## src/rtl/core/pid_tustin_antiwindup_slew_defines.svh

```systemverilog
// Assertion macros used by the top-level file to check its own logic.
`ifndef PID_TUSTIN_ANTIWINDUP_SLEW_DEFINES_SVH
`define PID_TUSTIN_ANTIWINDUP_SLEW_DEFINES_SVH

// Antecedent in this cycle implies consequent in the same cycle.
`define PTS_ASSERT_NOW(label, clk, rst, ante, cons, msg) \
   label: assert property (@(posedge clk) disable iff (rst) (ante) |-> (cons)) \
      else $error(msg);

// Antecedent in this cycle implies consequent in the next cycle.
`define PTS_ASSERT_NEXT(label, clk, rst, ante, cons, msg) \
   label: assert property (@(posedge clk) disable iff (rst) (ante) |=> (cons)) \
      else $error(msg);

`endif

```

## src/rtl/core/pts_pkg.sv

```systemverilog
package pts_pkg;

   // 1 ms expressed as an unsigned Q0.32 period
   localparam logic [31:0] MS_PERIOD     = 32'd4294967;
   localparam logic [31:0] TICK_RATE_RST = 32'd170000000;

   // quotient bits produced by the shared restoring divider
   localparam int unsigned PERIOD_STEPS = 32;
   localparam int unsigned DERIV_STEPS  = 48;
   localparam int unsigned CntW         = $clog2(DERIV_STEPS);

   // register indexes of the write port
   typedef enum logic [2:0] {
      REG_PROP_GAIN    = 3'd0,
      REG_INTEG_GAIN   = 3'd1,
      REG_DERIV_GAIN   = 3'd2,
      REG_SLEW_LIMIT   = 3'd3,
      REG_OUTPUT_LIMIT = 3'd4,
      REG_TICK_RATE    = 3'd5
   } csr_idx_type;

   // datapath commands issued by the controller
   typedef enum logic [4:0] {
      OP_NONE,
      OP_ACCEPT,
      OP_DIV_STEP,
      OP_PERIOD,
      OP_MUL_K,
      OP_MUL_P,
      OP_MUL_I,
      OP_MUL_M,
      OP_DINIT,
      OP_MUL_S,
      OP_SUM,
      OP_CLAMP,
      OP_SLEW,
      OP_TMUL_K,
      OP_TMUL_A,
      OP_TFIN,
      OP_TSKIP,
      OP_OUT
   } dp_op_type;

   // datapath status seen by the controller
   typedef struct packed {
      logic is_track;
      logic trk_skip;
      logic d_cap;
   } dp_status_type;

endpackage

```

## src/rtl/core/pts_ctrl.sv

```systemverilog
module pts_ctrl
   import pts_pkg::*;
(
   input  logic          clock,
   input  logic          reset,
   input  logic          req_valid,
   output logic          req_ready,
   output logic          rsp_valid,
   input  logic          rsp_ready,
   input  dp_status_type status,
   output dp_op_type     op
);

   typedef enum logic [4:0] {
      S_IDLE, S_BRANCH, S_TDIV, S_PERIOD, S_MUL_K, S_MUL_P, S_MUL_I, S_MUL_M,
      S_DINIT, S_DDIV, S_MUL_S, S_SUM, S_CLAMP, S_SLEW,
      S_TMUL_K, S_TMUL_A, S_TFIN, S_TSKIP, S_RESP
   } state_type;

   state_type       state_ff;
   logic [CntW-1:0] cnt_ff;
   logic            rsp_valid_ff;
   logic            out_free;

   assign out_free  = !rsp_valid_ff || rsp_ready;
   assign req_ready = (state_ff == S_IDLE);
   assign rsp_valid = rsp_valid_ff;

   // command decode
   always_comb begin
      case (state_ff)
         S_IDLE:   op = req_valid ? OP_ACCEPT : OP_NONE;
         S_TDIV:   op = OP_DIV_STEP;
         S_PERIOD: op = OP_PERIOD;
         S_MUL_K:  op = OP_MUL_K;
         S_MUL_P:  op = OP_MUL_P;
         S_MUL_I:  op = OP_MUL_I;
         S_MUL_M:  op = OP_MUL_M;
         S_DINIT:  op = OP_DINIT;
         S_DDIV:   op = status.d_cap ? OP_NONE : OP_DIV_STEP;
         S_MUL_S:  op = OP_MUL_S;
         S_SUM:    op = OP_SUM;
         S_CLAMP:  op = OP_CLAMP;
         S_SLEW:   op = OP_SLEW;
         S_TMUL_K: op = OP_TMUL_K;
         S_TMUL_A: op = OP_TMUL_A;
         S_TFIN:   op = OP_TFIN;
         S_TSKIP:  op = OP_TSKIP;
         S_RESP:   op = out_free ? OP_OUT : OP_NONE;
         default:  op = OP_NONE;
      endcase
   end

   // sequencer and response valid
   always_ff @(posedge clock) begin
      if (reset) begin
         state_ff     <= S_IDLE;
         cnt_ff       <= '0;
         rsp_valid_ff <= 1'b0;
      end else begin
         if (rsp_ready) begin
            rsp_valid_ff <= 1'b0;
         end
         case (state_ff)
            S_IDLE: begin
               if (req_valid) begin
                  state_ff <= S_BRANCH;
               end
            end
            S_BRANCH: begin
               cnt_ff <= '0;
               if (status.is_track) begin
                  state_ff <= status.trk_skip ? S_TSKIP : S_TMUL_K;
               end else begin
                  state_ff <= S_TDIV;
               end
            end
            S_TDIV: begin
               cnt_ff <= cnt_ff + CntW'(1);
               if (cnt_ff == CntW'(PERIOD_STEPS - 1)) begin
                  state_ff <= S_PERIOD;
               end
            end
            S_PERIOD: state_ff <= S_MUL_K;
            S_MUL_K:  state_ff <= S_MUL_P;
            S_MUL_P:  state_ff <= S_MUL_I;
            S_MUL_I:  state_ff <= S_MUL_M;
            S_MUL_M:  state_ff <= S_DINIT;
            S_DINIT: begin
               cnt_ff   <= '0;
               state_ff <= S_DDIV;
            end
            S_DDIV: begin
               cnt_ff <= cnt_ff + CntW'(1);
               if (status.d_cap || cnt_ff == CntW'(DERIV_STEPS - 1)) begin
                  state_ff <= S_MUL_S;
               end
            end
            S_MUL_S:  state_ff <= S_SUM;
            S_SUM:    state_ff <= S_CLAMP;
            S_CLAMP:  state_ff <= S_SLEW;
            S_SLEW:   state_ff <= S_RESP;
            S_TMUL_K: state_ff <= S_TMUL_A;
            S_TMUL_A: state_ff <= S_TFIN;
            S_TFIN:   state_ff <= S_RESP;
            S_TSKIP:  state_ff <= S_RESP;
            S_RESP: begin
               if (out_free) begin
                  rsp_valid_ff <= 1'b1;
                  state_ff     <= S_IDLE;
               end
            end
            default: state_ff <= S_IDLE;
         endcase
      end
   end

endmodule

```

## config.mk

```make
export PLATFORM = sky130hd
export DESIGN_NAME = pts_ctrl
export DESIGN_NICKNAME = d
export VERILOG_FILES = /design/src/rtl/core/pid_tustin_antiwindup_slew_defines.svh /design/src/rtl/core/pts_pkg.sv /design/src/rtl/core/pts_ctrl.sv
export SDC_FILE = /design/constraint.sdc
export NUM_CORES = 1
export LEC_CHECK = 0
export ABC_AREA = 1
export BUFFER_PORTS_ARGS = -buffer_cell sky130_fd_sc_hd__buf_2
export CAP_MARGIN = 20
export CORE_MARGIN = 2
export CORE_UTILIZATION = 55
export DETAILED_ROUTE_END_ITERATION = 7
export PLACE_DENSITY = 0.86
export REMOVE_ABC_BUFFERS = 1
export SETUP_SLACK_MARGIN = 0.02
export SLEW_MARGIN = 20
export SYNTH_ARGS = -nofsm -noshare
export SYNTH_HDL_FRONTEND = slang
export SYNTH_SLANG_ARGS = --single-unit
```

## constraint.sdc

```tcl
create_clock -name clock -period 1.53 [get_ports clock]
set_input_delay 0.0765 -clock clock [delete_from_list [all_inputs] [get_ports clock]]
set_output_delay 0.0765 -clock clock [all_outputs]
set_load 0.02 [all_outputs]
```

==> impl_metrics.yaml <==
timing:
  fin_crit_sh: 1.058
  slew_headroom: 0.7672
  rsz0062_at_grt: "true"
  fin_crit_ps: 1619
  hold_viol: 0
  setup_viol: 4
  clock_skew_ps: 4.795
  final.setup.worst_slack_ps: -88.94
  slew_viol_final: 0
  worstMarginPinSlew_ps: 346.6
  max_freq_ghz: 0.6177
  holdWs_ps: 41.44
place:
  portBuffers: 13
  place_ws_ps: 87.38
  dpl.hpwl_um: 1844
  gp_congestion: 0.9402
synth:
  synth_cells: 152
  synth-async-reset-ratio: 0
  synth_common_cells: "40 x nand2_1, 21 x nor2_1, 15 x inv_1"
  synth_cell_types: 23
  yosysMostFrequentCell: "nand2_1"
  synth_top_area_share: 0.2623
  syn_avg_cell_area_um2: 6.026
  syn_area_um2: 915.9
  synth_xor_area_frac: 0
  synth_top_family_by_area: "simple AND/OR/NAND/NOR gates"
  synth_edf_count: 0
  synthTopCellsByArea: "dfxtp_1 26%, nand2_1 16%, nor2_1 8.6%"
  synthMuxAreaShare: 0
  ys_seq_area_frac: 0.2623
  yosys_register_bits: 12
  ys_warn_count: 0
  ys.flop_type: "dfxtp_1"
  synth_compound_area_frac: 0.1503
  synth_adder_area_share: 0.01366
  yosys.area_share.simple: 0.4781
  synth_largest_area_cell: "dfxtp_1"
critical_path:
  reg2regPathDepth: 10
  slowest_delay_ps: 400
  worstPathRequired_ps: 1450
  worstSetupStartpointType: "flip-flop"
  arrival_ps: 1540
  cp_max_fo: 4
  crit_path_start: "state_ff[3]"
  worstPathCellList: "nand2_1, inv_1, nand3_2, nor2_2, nor3_2, o211ai_1, buf_4"
  r2r_end: "state_ff[0]"
  crit_type: "flip-flop to output port"
  critPathSlowestCell: "dfxtp_4"
  worstReg2RegStart: "state_ff[4]"
  r2r_slack_ps: -80
  cp-endpoint: "op[3]"
  crit_path_end_kind: "output port"
drt:
  drt-initial-drc-count: 182
  vias: 1281
  vias_per_cell: 6.373
  wl_per_cell_um: 18.35
  first_pass_iters: 5
  drc: 0
  postRouteAntennaNets: 0
  drt_wl_total_um: 3689
min_path:
  hold_class: "input pin to flip-flop"
cells_and_area:
  antennaDiodeCount: 0
  nets: 194
  drive_gt1_frac: 0.4486
  area_growth_pct: 43.03
floorplanning:
  die-area_um2: 2007
  io-pin-count: 14
  design.core.area_um2: 1541
  start_util: 0.5942
  die_w_um: 44.81
  die_y_um: 44.81
  rows: 14
clock_network:
  numCtsBuffers: 3
  clk_latency_ps: 290
  clockRootBuffer: "clkbuf_4"
  cts_hold_buf: 0
  cts_tree: "built"
  htreeDepth: 1
  clockBufferDepth: 2
  cts_num_sinks: 12
  clk_transition_reported_paths_ps: 90
grt:
  grt_max_degree: 9
  grt_pass1_wl_um: 4705
  globalRouteTotalUtil: 0.3217
  grt_pass1_vias: 1085
  antenna_found_initial: 0
  grt_overflow: 0
power:
  vdd_ir_drop_max_mv: 1.545
  p_per_area_nw_per_um2: 1795
  leakagePower_nw: 0.6111
job:
  maxCapViolCount: 0
outcome:
  violations: "setup timing"
  outcome: "complete, but fails checks"
-- cell type report --
class | instances | area (um^2)
sequential | 12 | 260.3
multi-input combinational | 119 | 704.4
timing repair buffer | 31 | 215.2
fill | 90 | 231.5
clock buffer | 4 | 36.28
inverter | 19 | 73.82
tap | 16 | 20.02
-- worst max-delay path, delay by kind of cell, from the launching register on --
family	cells	cell delay (ps)
AOI/OAI and AO/OA	1	90
buffers and inverters	2	310
DFF	1	400
and+or+nand+nor	4	450
-- per-stage QoR --
stage	util	power [mW]	TNS (ps)	instance area (um^2)	std cells
6_report	0.8498	2.351	-270.9	1310	201
5_1_grt	0.8498	2.455	-639.7	1310	201
4_1_cts	0.7695	2.000	0	1186	195
3_5_place_dp	0.6583	1.542	0	1015	183
3_3_place_gp	0.6583	1.530	0	1015	183
2_1_floorplan	-	1.205	0	899.6	150
-- routing by layer --
| metal | vias to the layer above | share of wire | track usage |
|---|---|---|---|
| li1 | 566 | - | - |
| met1 | 560 | 0.35 | 0.4094 |
| met2 | 121 | 0.44 | 0.5391 |
| met3 | 34 | 0.14 | 0.06000 |
| met4 | 0 | 0.066 | 0.1235 |
| met5 | - | 0 | 0 |
-- logic make-up (layout without fill, tap and decap cells) --
kind of cell    Yosys count  after routing
flops                    12             12
buf+inv                  21             54
fa+ha+maj                 1              1
compound gates           24             24
simple gates             94             94
-- repair_timing --
item,CTS,global route
resized for setup,30,24
buffers inserted,8,6
endpoints found under the setup margin,5,6
pin swaps,4,9
-- sequential cells by signal (all words and copies together) (netlist names) --
| name | cells |
|---|---|
| cnt_ff | 6 |
| state_ff | 5 |
| rsp_valid | 1 |
-- worst min-delay path by stage --
stage | startpoint | to | slack, ps | cells past startpoint
6_report | reset | cnt_ff[1] | 40 | 2
5_1_grt | reset | cnt_ff[1] | 70 | 2
4_1_cts | reset | cnt_ff[1] | 40 | 2
3_5_place_dp | reset | cnt_ff[1] | 340 | 2
3_3_place_gp | reset | state_ff[1] | 340 | 2
2_1_floorplan | reset | cnt_ff[1] | 150 | 1
-- power breakdown --
group / internal (mW) / switching [mW] / total (mW)
Combinational: 0.581 / 0.967 / 1.55
Sequential: 0.393 / 0.137 / 0.530
Clock: 0.145 / 0.128 / 0.273
Total: 1.12 / 1.23 / 2.35
-- cell usage in the layout (no fill, tap or decap), types with 3 or more instances in the layout --
master    count
nand2_1      34
buf_4        19
nor2_1       13
inv_1        12
buf_2        10
a21oi_1       9
nand2_2       8
nor2_2        8
nand3_1       7
inv_2         6
nand4_1       6
dfxtp_1       6
nor2_4        5
o21ai_0       5
dfxtp_4       5
nand2_4       3
nand3_2       3
nand3b_1      3
clkbuf_4      3
No activity file was read; power rests on OpenSTA's default activity.
